### config.mk
export PLATFORM = sky130hd
export DESIGN_NAME = periodic_task_deadline_table
export DESIGN_NICKNAME = d
export VERILOG_FILES = /design/src/sv/ptdt_pkg.sv /design/src/sv/ptdt_front.sv /design/src/sv/ptdt_queue.sv /design/src/sv/ptdt_back.sv /design/src/sv/periodic_task_deadline_table.sv
export VERILOG_INCLUDE_DIRS = /design/src /design/src/sv
export SDC_FILE = /design/constraint.sdc
export NUM_CORES = 2
export LEC_CHECK = 0
export BUFFER_PORTS_ARGS = -buffer_cell sky130_fd_sc_hd__buf_2
export CAP_MARGIN = 25
export CORE_MARGIN = 10
export CORE_UTILIZATION = 45
export DETAILED_ROUTE_END_ITERATION = 16
export GPL_TIMING_DRIVEN = 0
export PLACE_DENSITY = 0.62
export SLEW_MARGIN = 20
export SYNTH_ARGS = -nofsm -noshare
export SYNTH_HDL_FRONTEND = slang
export SYNTH_SLANG_ARGS = --single-unit
### constraint.sdc
create_clock -name clk -period 10.4 [get_ports clk]
set_clock_uncertainty 0.05 [all_clocks]
set_input_delay 0.52 -clock clk [delete_from_list [all_inputs] [get_ports clk]]
set_output_delay 0.52 -clock clk [all_outputs]
set_load 0.02 [all_outputs]
### src/sv/periodic_task_deadline_table_macros.svh
// ---------------------------------------------------------------------------
// Periodic task deadline table: assertion macros
// Shared concurrent check forms, clocked on clk and disabled in reset.
// ---------------------------------------------------------------------------
`ifndef PERIODIC_TASK_DEADLINE_TABLE_MACROS_SVH
`define PERIODIC_TASK_DEADLINE_TABLE_MACROS_SVH

// Consequent must hold in the same cycle as the antecedent.
`define PTDT_ASSERT_SAME(lbl, ante, cons, msg) \
  lbl: assert property (@(posedge clk) disable iff (rst) (ante) |-> (cons)) \
    else $error(msg);

// Consequent must hold in the cycle after the antecedent.
`define PTDT_ASSERT_NEXT(lbl, ante, cons, msg) \
  lbl: assert property (@(posedge clk) disable iff (rst) (ante) |=> (cons)) \
    else $error(msg);

`endif

### src/sv/ptdt_pkg.sv
// ---------------------------------------------------------------------------
// Periodic task deadline table: package
// Sizes, command and status codes, and the types passed between the parts.
// ---------------------------------------------------------------------------
package ptdt_pkg;

  localparam int MAX_TASKS = 24;
  localparam int ADDR_W    = (MAX_TASKS > 1) ? $clog2(MAX_TASKS) : 1;
  localparam int TOTAL_W   = $clog2(MAX_TASKS + 1);

  localparam int FUNC_W   = 2;
  localparam int IDX_W    = 5;
  localparam int PERIOD_W = 31;
  localparam int TIME_W   = 32;
  localparam int STATUS_W = 3;

  localparam int Q_DEPTH = 2;
  localparam int Q_PTR_W = (Q_DEPTH > 1) ? $clog2(Q_DEPTH) : 1;
  localparam int Q_CNT_W = $clog2(Q_DEPTH + 1);

  typedef enum logic [FUNC_W-1:0] {
    FUNC_REGISTER = 2'd0,
    FUNC_TICK     = 2'd1,
    FUNC_POSTPONE = 2'd2,
    FUNC_UNUSED   = 2'd3
  } func_t;

  typedef enum logic [STATUS_W-1:0] {
    ST_REGISTERED = 3'd0,
    ST_FULL       = 3'd1,
    ST_POSTPONED  = 3'd2,
    ST_NOT_FOUND  = 3'd3,
    ST_FIRED      = 3'd4
  } status_t;

  typedef enum logic [1:0] {
    BK_IDLE,
    BK_SCAN,
    BK_FLUSH
  } bk_state_t;

  typedef struct packed {
    func_t                op;
    logic [IDX_W-1:0]     idx;
    logic [PERIOD_W-1:0]  amount;
  } cmd_t;

  typedef struct packed {
    logic full;
    logic empty;
  } q_flags_t;

endpackage

### src/sv/ptdt_front.sv
// ---------------------------------------------------------------------------
// Periodic task deadline table: front end
// Takes command items, drops unused codes and hands commands to the queue.
// ---------------------------------------------------------------------------
module ptdt_front (
  input  logic                           clk,
  input  logic                           rst,
  input  logic                           start,
  input  logic [ptdt_pkg::FUNC_W-1:0]    func,
  input  logic [ptdt_pkg::IDX_W-1:0]     task_index,
  input  logic [ptdt_pkg::PERIOD_W-1:0]  interval,
  output logic                           busy,
  input  ptdt_pkg::q_flags_t             q_flags,
  output logic                           push,
  output ptdt_pkg::cmd_t                 push_cmd
);
  import ptdt_pkg::*;

  logic  hold_valid;
  cmd_t  hold_cmd;
  logic  take;

  assign busy     = hold_valid && q_flags.full;
  assign push     = hold_valid && !q_flags.full;
  assign push_cmd = hold_cmd;
  // unused code: accept and drop
  assign take     = start && !busy && (func_t'(func) != FUNC_UNUSED);

  always_ff @(posedge clk) begin
    if (rst) begin
      hold_valid <= 1'b0;
    end else begin
      hold_valid <= take || (hold_valid && !push);
    end
  end

  always_ff @(posedge clk) begin
    if (take) begin
      hold_cmd.op     <= func_t'(func);
      hold_cmd.idx    <= task_index;
      hold_cmd.amount <= interval;
    end
  end

endmodule

### src/sv/ptdt_queue.sv
// ---------------------------------------------------------------------------
// Periodic task deadline table: command queue
// Short FIFO between the front end and the execution unit.
// ---------------------------------------------------------------------------
module ptdt_queue (
  input  logic                clk,
  input  logic                rst,
  input  logic                push,
  input  ptdt_pkg::cmd_t      push_cmd,
  input  logic                pop,
  output ptdt_pkg::cmd_t      head,
  output ptdt_pkg::q_flags_t  q_flags
);
  import ptdt_pkg::*;

  cmd_t               slots [Q_DEPTH];
  logic [Q_PTR_W-1:0] wr_ptr;
  logic [Q_PTR_W-1:0] rd_ptr;
  logic [Q_CNT_W-1:0] count;
  logic               do_push;
  logic               do_pop;

  assign q_flags.full  = (count == Q_CNT_W'(Q_DEPTH));
  assign q_flags.empty = (count == '0);
  assign head          = slots[rd_ptr];
  assign do_push       = push && !q_flags.full;
  assign do_pop        = pop && !q_flags.empty;

  always_ff @(posedge clk) begin
    if (rst) begin
      wr_ptr <= '0;
      rd_ptr <= '0;
      count  <= '0;
    end else begin
      if (do_push) begin
        wr_ptr <= (wr_ptr == Q_PTR_W'(Q_DEPTH - 1)) ? '0 : Q_PTR_W'(wr_ptr + 1'b1);
      end
      if (do_pop) begin
        rd_ptr <= (rd_ptr == Q_PTR_W'(Q_DEPTH - 1)) ? '0 : Q_PTR_W'(rd_ptr + 1'b1);
      end
      if (do_push && !do_pop) begin
        count <= Q_CNT_W'(count + 1'b1);
      end else if (do_pop && !do_push) begin
        count <= Q_CNT_W'(count - 1'b1);
      end
    end
  end

  always_ff @(posedge clk) begin
    if (do_push) begin
      slots[wr_ptr] <= push_cmd;
    end
  end

endmodule

### src/sv/ptdt_back.sv
// ---------------------------------------------------------------------------
// Periodic task deadline table: execution unit
// Holds the clock, the task table and the tick scan; drives the results.
// ---------------------------------------------------------------------------
module ptdt_back (
  input  logic                           clk,
  input  logic                           rst,
  input  ptdt_pkg::q_flags_t             q_flags,
  input  ptdt_pkg::cmd_t                 head,
  output logic                           pop,
  output logic                           strobe,
  output logic [ptdt_pkg::STATUS_W-1:0]  status,
  output logic [ptdt_pkg::IDX_W-1:0]     result_index,
  output logic                           last
);
  import ptdt_pkg::*;

  bk_state_t            state;
  bk_state_t            state_next;
  logic [TIME_W-1:0]    now_ms;
  logic [TOTAL_W-1:0]   task_total;
  logic [ADDR_W-1:0]    scan_idx;
  logic                 pend_valid;
  logic [ADDR_W-1:0]    pend_idx;

  logic [TIME_W-1:0]    deadline_mem [MAX_TASKS];
  logic [PERIOD_W-1:0]  period_mem   [MAX_TASKS];
  logic [TIME_W-1:0]    rd_deadline;
  logic [PERIOD_W-1:0]  rd_period;

  logic                 dl_we;
  logic                 per_we;
  logic [ADDR_W-1:0]    wr_addr;
  logic [TIME_W-1:0]    wr_dl;
  logic [PERIOD_W-1:0]  wr_per;
  logic [ADDR_W-1:0]    rd_addr;

  logic                 strobe_next;
  status_t              status_next;
  logic [IDX_W-1:0]     result_index_next;
  logic                 last_next;

  logic                 scan_last;
  logic [TIME_W-1:0]    diff;
  logic                 overdue;
  logic                 table_full;
  logic                 idx_known;

  assign scan_last  = (TOTAL_W'(scan_idx) + 1'b1) == task_total;
  assign diff       = now_ms - rd_deadline;
  // passed: signed difference strictly positive
  assign overdue    = (diff != '0) && !diff[TIME_W-1];
  assign table_full = (task_total == TOTAL_W'(MAX_TASKS));
  assign idx_known  = (32'(head.idx) < 32'(task_total));

  // next state
  always_comb begin
    state_next = state;
    unique case (state)
      BK_IDLE: begin
        if (!q_flags.empty && head.op == FUNC_TICK && task_total != '0) begin
          state_next = BK_SCAN;
        end
      end
      BK_SCAN: begin
        if (scan_last) begin
          state_next = BK_FLUSH;
        end
      end
      BK_FLUSH: begin
        state_next = BK_IDLE;
      end
      default: begin
        state_next = BK_IDLE;
      end
    endcase
  end

  // table access and results
  always_comb begin
    pop               = 1'b0;
    dl_we             = 1'b0;
    per_we            = 1'b0;
    wr_addr           = '0;
    wr_dl             = '0;
    wr_per            = '0;
    rd_addr           = '0;
    strobe_next       = 1'b0;
    status_next       = ST_REGISTERED;
    result_index_next = '0;
    last_next         = 1'b0;
    unique case (state)
      BK_IDLE: begin
        pop = !q_flags.empty;
        if (!q_flags.empty) begin
          case (head.op)
            FUNC_REGISTER: begin
              strobe_next = 1'b1;
              last_next   = 1'b1;
              if (table_full) begin
                status_next = ST_FULL;
              end else begin
                dl_we             = 1'b1;
                per_we            = 1'b1;
                wr_addr           = ADDR_W'(task_total);
                wr_dl             = now_ms + TIME_W'(head.amount);
                wr_per            = head.amount;
                status_next       = ST_REGISTERED;
                result_index_next = IDX_W'(task_total);
              end
            end
            FUNC_POSTPONE: begin
              strobe_next       = 1'b1;
              last_next         = 1'b1;
              result_index_next = head.idx;
              if (idx_known) begin
                dl_we       = 1'b1;
                wr_addr     = ADDR_W'(head.idx);
                wr_dl       = now_ms + TIME_W'(head.amount);
                status_next = ST_POSTPONED;
              end else begin
                status_next = ST_NOT_FOUND;
              end
            end
            default: begin
            end
          endcase
        end
      end
      BK_SCAN: begin
        rd_addr = scan_last ? scan_idx : ADDR_W'(scan_idx + 1'b1);
        if (overdue) begin
          dl_we   = 1'b1;
          wr_addr = scan_idx;
          wr_dl   = now_ms + TIME_W'(rd_period);
          // the earlier hit is now known not to be the final one
          strobe_next       = pend_valid;
          status_next       = ST_FIRED;
          result_index_next = IDX_W'(pend_idx);
        end
      end
      BK_FLUSH: begin
        strobe_next       = pend_valid;
        status_next       = ST_FIRED;
        result_index_next = IDX_W'(pend_idx);
        last_next         = 1'b1;
      end
      default: begin
      end
    endcase
  end

  always_ff @(posedge clk) begin
    if (rst) begin
      state      <= BK_IDLE;
      now_ms     <= '0;
      task_total <= '0;
      scan_idx   <= '0;
      pend_valid <= 1'b0;
      strobe     <= 1'b0;
    end else begin
      state  <= state_next;
      strobe <= strobe_next;
      if (state == BK_IDLE) begin
        scan_idx   <= '0;
        pend_valid <= 1'b0;
        if (!q_flags.empty && head.op == FUNC_TICK) begin
          now_ms <= now_ms + 1'b1;
        end
        if (!q_flags.empty && head.op == FUNC_REGISTER && !table_full) begin
          task_total <= TOTAL_W'(task_total + 1'b1);
        end
      end else if (state == BK_SCAN) begin
        scan_idx <= ADDR_W'(scan_idx + 1'b1);
        if (overdue) begin
          pend_valid <= 1'b1;
        end
      end else begin
        pend_valid <= 1'b0;
      end
    end
  end

  always_ff @(posedge clk) begin
    status       <= status_next;
    result_index <= result_index_next;
    last         <= last_next;
    if (state == BK_SCAN && overdue) begin
      pend_idx <= scan_idx;
    end
  end

  always_ff @(posedge clk) begin
    if (dl_we) begin
      deadline_mem[wr_addr] <= wr_dl;
    end
    if (per_we) begin
      period_mem[wr_addr] <= wr_per;
    end
    rd_deadline <= deadline_mem[rd_addr];
    rd_period   <= period_mem[rd_addr];
  end

endmodule

### src/sv/periodic_task_deadline_table.sv
// ---------------------------------------------------------------------------
// Periodic task deadline table
// Table of periodic tasks driven by register, postpone and tick commands.
// ---------------------------------------------------------------------------
// Usage:
//   Commands go in on start with func, task_index and interval; an item is
//   taken on a clock edge where start is high and busy is low. Unused func
//   codes are taken and dropped.
//   Results come out on status, result_index and last, each valid for one
//   cycle while strobe is high. The receiver cannot hold results off.
//   Register and postpone each give one result through the front register,
//   the queue and the result registers. A tick occupies the execution unit
//   for one table read per entry through a single read port, then a flush
//   state, and gives one result per fired task, the final one with last set.
//   A two-entry queue sits between the front end and the execution unit, so
//   up to three items may be taken while a tick is being worked through;
//   busy rises when the queue and the front register are both full.
//   Reset clears the clock, the task count and all control state; table
//   entries are written before they are read and need no clearing.
// ---------------------------------------------------------------------------
`include "periodic_task_deadline_table_macros.svh"

module periodic_task_deadline_table (
  input  logic                           clk,
  input  logic                           rst,
  input  logic                           start,
  output logic                           busy,
  input  logic [ptdt_pkg::FUNC_W-1:0]    func,
  input  logic [ptdt_pkg::IDX_W-1:0]     task_index,
  input  logic [ptdt_pkg::PERIOD_W-1:0]  interval,
  output logic                           strobe,
  output logic [ptdt_pkg::STATUS_W-1:0]  status,
  output logic [ptdt_pkg::IDX_W-1:0]     result_index,
  output logic                           last
);
  import ptdt_pkg::*;

  q_flags_t q_flags;
  logic     push;
  cmd_t     push_cmd;
  logic     pop;
  cmd_t     head;

  ptdt_front u_front (
    .clk        (clk),
    .rst        (rst),
    .start      (start),
    .func       (func),
    .task_index (task_index),
    .interval   (interval),
    .busy       (busy),
    .q_flags    (q_flags),
    .push       (push),
    .push_cmd   (push_cmd)
  );

  ptdt_queue u_queue (
    .clk      (clk),
    .rst      (rst),
    .push     (push),
    .push_cmd (push_cmd),
    .pop      (pop),
    .head     (head),
    .q_flags  (q_flags)
  );

  ptdt_back u_back (
    .clk          (clk),
    .rst          (rst),
    .q_flags      (q_flags),
    .head         (head),
    .pop          (pop),
    .strobe       (strobe),
    .status       (status),
    .result_index (result_index),
    .last         (last)
  );

  `PTDT_ASSERT_SAME(a_lone_last, strobe && (status != ST_FIRED), last, "lone result without last")
  `PTDT_ASSERT_SAME(a_busy_only_when_full, busy, q_flags.full, "busy while queue has room")
  `PTDT_ASSERT_SAME(a_no_pop_when_empty, pop && q_flags.empty, 1'b0, "pop from empty queue")

endmodule
# Word level (Yosys, flattened, before mapping)
# Memory sizes are Yosys's and may differ from the RTL's. A register that Yosys moved wholly into a read port is not among the register bits.
# Cells that the tools add are included.
# word_totals
regBits	103
ramBits	1588
in_bits	41
wordCells	136
n_memories	3
# memory_table
memory	depth	width	rd	rd_clocked_by_memory_dff	wr	line	source
u_back.deadline_mem	24	32	1	1	1	ptdt_back.sv:26	logic [TIME_W-1:0] deadline_mem [MAX_TASKS];
u_back.period_mem	24	31	1	1	1	ptdt_back.sv:27	logic [PERIOD_W-1:0] period_mem [MAX_TASKS];
u_queue.slots	2	38	1	1	1	ptdt_queue.sv:16	cmd_t slots [Q_DEPTH];
# classes
add_sub_neg	10
magnitude_cmp	1
eq_ne	10
muxes	58
bitwise_logic	1
n_reduce_logical	36
# op_table
op	count
two-way mux 32 bit	4
case mux 32 bit (2 select lines)	2
two-way mux 31 bit	4
adder 32 x 31 -> 32 bit	2
two-way mux 5 bit	8
adder 32 x 1 -> 32 bit, second input constant	1
nonzero test 32 bit	1
subtractor 32 bit	1
case mux 5 bit (2 select lines)	3
two-way mux 1 bit	23
logical AND 1 bit	15
case mux 5 bit (3 select lines)	1
adder 5 x 1 -> 5 bit, second input constant	2
case mux 3 bit (3 select lines)	1
zero test 1 bit	8
two-way mux 2 bit	4
equality test 2 bit, second input constant	3
zero test 2 bit	3
two-way mux 3 bit	2
case mux 1 bit (2 select lines)	3
case mux 3 bit (2 select lines)	1
AND reduction 2 bit	3
equality test 5 bit	1
equality test 5 bit, second input constant	1
15 further kinds	19

# Depth between registers and ports, before layout
# logic_depth
ltp_word	8
depth_mapped	16

# Cells and area by module
# A second synthesis with hierarchy kept.
# hier_totals
hier_cells	5843
hier_area_um2	73452.9
# modules_own_cells
mod	instances	cells_per_inst	area_per_inst_um2	seq_area_each_um2
ptdt_back	1	5655	69299.0	47916.0
ptdt_queue	1	143	2955.3	2382.3
ptdt_front	1	45	1198.6	1161.1

# Worst setup path after synthesis
# OpenSTA, ideal clock, no wires.
# synth_timing
kind	register -> register
start	reg u_back.now_ms[0]
end	mem u_back.deadline_mem[5][0] (enable)
setup_ns	0.501
arrival_time_ns	6.768
t_required_ns	9.849
setup_slack_ns	3.081
path_stages_with_launch	16
n_path_buf	1
synth_period_minus_slack_ns	7.319
cell_sequence	dfxtp_1 > inv_1 > ha_1 > fa_1 > nor2b_4 > o2111ai_2 > a31o_1 > or4_4 > nand3b_1 > mux2i_1 > o2111ai_1 > or4_4 > o211ai_2 > nand2_4 > buf_6 > nor4_1
# synth_via
elab_chain_cells	7
elab_cells_between_ends	10
classes_between	1 x add/sub; 6 x mux; 3 x reduce/logical
# synth_rtl
element	line	source
start: declaration	ptdt_back.sv:20	logic [TIME_W-1:0] now_ms;
start signal: assignment	ptdt_back.sv:168	now_ms <= now_ms + 1'b1;
subtractor 32 bit (*)	ptdt_back.sv:50	assign diff = now_ms - rd_deadline;
nonzero test 32 bit / zero test 1 bit (equally long branches)	ptdt_back.sv:52	assign overdue = (diff != '0) && !diff[TIME_W-1];
logical AND 1 bit (*)	ptdt_back.sv:52	
two-way mux 1 bit	ptdt_back.sv:132	if (overdue) begin
case mux 1 bit (2 select lines)	ptdt_back.sv:92	unique case (state)
two-way mux 1 bit	ptdt_back.sv:194	if (dl_we) begin
two-way mux 1 bit (not written as such)	ptdt_back.sv:195	deadline_mem[wr_addr] <= wr_dl;
end: declaration	ptdt_back.sv:26	
# Every way passes the cells marked *; elsewhere a longest branch is shown, timed or not.

# Worst setup path in the final report
# layout_timing
start	reg u_back.now_ms[10]
end	mem u_back.period_mem[18][5] (enable)
# layout_via
elab_chain_cells	5
elab_cells_between_ends	6
classes_between	1 x add/sub; 2 x mux; 3 x reduce/logical
# layout_rtl
element	line
subtractor 32 bit (*)	ptdt_back.sv:50
nonzero test 32 bit / zero test 1 bit (equally long branches)	ptdt_back.sv:52
logical AND 1 bit (*)	ptdt_back.sv:52
two-way mux 5 bit (*)	ptdt_back.sv:132
case mux 5 bit (2 select lines) (*)	ptdt_back.sv:92
end: declaration	ptdt_back.sv:27
# Marked as above.

==> impl_results.md <==
- Run status: finished, final reports clean
- WP data arrival: 8.02 ns
- Clk_lat worst skew: 0.83 ns
- Post-synth cell types: 95
- Root Driver: clkbuf_16
- Vias per cell: 5.98
- Synthesized flop and latch total: 1755
- CTS buffer count: 176
- Crit path kind: flop to flop
- Most common library cells after synthesis: 1631 x edfxtp_1, 1601 x nand2_1, 339 x and3_1
- RSZ-0062 raised after global routing: no
- Vias in the first global route: 49000
- Largest net degree at the start of global routing: 31
- Pre-CTS setup slack: 3.02 ns
- Finish-stage setup viols: 0
- Die Ht: 425 um
- Max Freq: 132 MHz
- Ranking of synthesized cells by area: edfxtp_1 66%, nand2_1 8.1%, a311oi_1 3.7%, dfxtp_1 3.4%, and3_1 2.9%
- Port Buffers: 50
- Area share of the largest cell type after synthesis: 66.2%
- Proportion of layout cells with a drive suffix above 1: 12.2%
- Async set-reset flop share out of synthesis: 0%
- CTS tree: done
- Clock buffer depth: 3
- Gr usage total: 25.0%
- Num rows: 148
- Required time worst endpoint: 10.85 ns
- Initial antenna violation count: 10
- EDFF count, synth: 1631
- Final hold violations: 0
- Avg Cell Area, Syn: 12.6 sq um
- Min Tclk post-route: 7.56 ns
- Yosys top cell by area: edfxtp_1
- Finished Layout Cells: 8703
- Placer congestion estimate: 0.914
- CP Capture Type: flop
- Syn_nets: 5992
- CTS H-tree depth: 4
- Remaining Overflow, GRT: 0
- Slew @ Worst Pin: 1.13 ns
- Hold slack: 0.127 ns
- CP peak stage delay: 0.76 ns
- Cells after Synth: 5846
- Crit-path slowest cell: dfxtp_1
- Max-Cap Viols: 0
- Max Fanout on Critical Path: 8
- DPL Wire Length: 171000 um
- Syn. warnings: 0
- DRT iter0 DRCs: 7098
- CORE AREA: 163000 sq um
- Initial Util: 45.4%
- Startpoint types: flop
- WL final: 233000 um
- CP delay by family, top: simple AND/OR/NAND/NOR gates
- Placed inst area: 79900 sq um
- Max transition margin: 24.8%
- Setup Buffers After CTS: 0
- Average wire per standard cell: 26.8 um
- # fillers: 13700
- DIE WIDTH: 425 um
- Post-DRT Antenna Nets: 0
- First-pass GRT wire length: 334000 um
- Worst hold-check path type: input pin to flop
- IO Count: 52
- Pre-antenna DRT Iters: 6
- Most frequent cell after synthesis: edfxtp_1
- Residual DRC count: 0
- Inst Count DP: 8328
- Routed via count: 52100
- Die area: 181000 sq um
- Crit-path cells: ha_1 > a21o_1 > a211oi_1 > o22ai_1 > a21oi_1 > mux2_2 > nor4_2 > nand4_1 > or4_4 > o21ai_0 > nand3b_1 > nor4_2 > buf_2 > buf_2 > buf_2 > buf_2 > buf_2
- Pleak: 0.0307 uW
- Fin crit share: 72.7%
- Power density relative to cell area: 190 nW/um^2
- Most frequent CP cell: buf_2
- Final Cell Area: 86000 sq um
- Netlist Area Pre-Place: 73900 sq um
- Syn-to-layout area delta: 16.3%
- Final max-slew violation count: 0
- Tot Pwr: 16400 uW
- CP bufs+invs: 5
- Reg clk slew, reported paths: 0.06 ns
- Ys flop type: edfxtp_1
- NumNets Final: 6524
- Clock sink total: 1755
- Sequential share of the synthesized area: 69.6%
- Worst IR drop on VDD: 0.199 mV
- Fin worst setup slack: 2.84 ns
-- path summary, 6_finish.rpt --
kind / start / slack, ns / cells past startpoint / to
worst max-delay path: u_back.now_ms[10]$_SDFFE_PP0P_ / 2.84 / 17 / u_back.period_mem[18][5]$_DFFE_PP_
worst max register to register: u_back.now_ms[10]$_SDFFE_PP0P_ / 2.84 / 17 / u_back.period_mem[18][5]$_DFFE_PP_
worst min register to register: u_front.push_cmd[21]$_DFFE_PP_ / 0.38 / 0 / u_queue.slots[0][21]$_DFFE_PP_
worst min-delay path: rst / 0.13 / 2 / u_back.state[1]$_SDFFE_PP0P_
-- cells by family after synthesis --
| kind of cell | after synthesis | share of synthesized area [%] |
|---|---|---|
| simple gates | 2445 | 14.6 |
| flops | 1755 | 69.6 |
| compound gates | 954 | 9.51 |
| buf+inv | 433 | 2.47 |
| fa+ha+maj | 105 | 1.81 |
| xor+xnor | 104 | 1.23 |
| mux | 50 | 0.746 |
-- state kept, by name (all words and copies together), names as in the netlist, 2 cells and up, named ones only --
signal / count
u_queue.count: 2
u_queue.slots: 76
u_front.push_cmd: 38
u_back.deadline_mem: 768
u_back.scan_idx: 5
u_back.state: 2
u_back.task_total: 5
u_back.rd_deadline: 32
u_back.pend_idx: 5
u_back.period_mem: 744
u_back.status: 3
u_back.rd_period: 31
u_back.result_index: 5
u_back.now_ms: 32
-- metal layers --
metal  track usage (%)  up-vias  share of wire [%]
met5                 0        -             0.0060
met4              12.5        2                5.5
met3              4.75      462                9.8
met2              37.7     2758                 44
met1              34.5    25900                 41
li1                  -    22900                  -
-- layout by cell type (no fill, tap or decap), types with 17 or more instances in the layout --
master / n
and3_1: 338
nor3_1: 30
clkbuf_16: 183
nor4_2: 25
o31ai_1: 67
nand3_1: 163
a21oi_1: 109
nand2_1: 1601
buf_1: 17
nand4_1: 17
buf_4: 90
xnor2_1: 46
a31oi_1: 79
o21ai_0: 116
dfxtp_1: 124
clkbuf_1: 320
dlygate4sd3_1: 39
nor2_1: 111
a211oi_1: 77
buf_2: 194
mux2_2: 41
a21o_1: 44
and2_1: 38
clkinv_1: 40
a311oi_1: 316
xor2_1: 58
o21a_1: 17
o22ai_4: 18
edfxtp_1: 1631
nand2b_1: 20
inv_1: 66
ha_1: 102
buf_6: 31
clkbuf_2: 28
buf_12: 22
-- area by class of cell --
type	instances	area, sq um	area share, %
Multi-Input combinational cell	3658	21300	24.8
Buffer	366	1610	1.87
Inverter	67	251	0.293
Clock buffer	247	4920	5.73
Tap cell	2175	2720	3.17
Timing Repair Buffer	354	3090	3.59
Antenna cell	4	10.0	0.0116
Clock inverter	77	597	0.694
Sequential cell	1755	51500	59.9
-- repair_timing --
action,CTS,global route
endpoints found under the hold margin,39,0
resized for setup,0,0
hold buffers,39,0
-- worst reg2reg max path: cells and delay by family, from the launching register on --
| family | cells | cell delay, ns |
|---|---|---|
| flops | 1 | 0.76 |
| fa+ha+maj | 1 | 0.46 |
| compound gates | 5 | 1.77 |
| mux | 1 | 0.40 |
| buf+inv | 5 | 1.34 |
| simple gates | 5 | 2.49 |
-- report_power, final --
part	switching [uW]	internal, uW	total, uW
Clock	2690	3450	6140
Combinational	1310	636	1940
Sequential	118	8160	8280
Total	4110	12300	16400
-- metrics by stage --
step	utilization, %	setup TNS, ns
after CTS	52.7	0
after floorplan	-	0
after detailed placement	49.1	0
final	52.8	0
after global routing	52.8	0
after global placement	47.2	-1029.09
No activity file was read; power rests on OpenSTA's default activity.
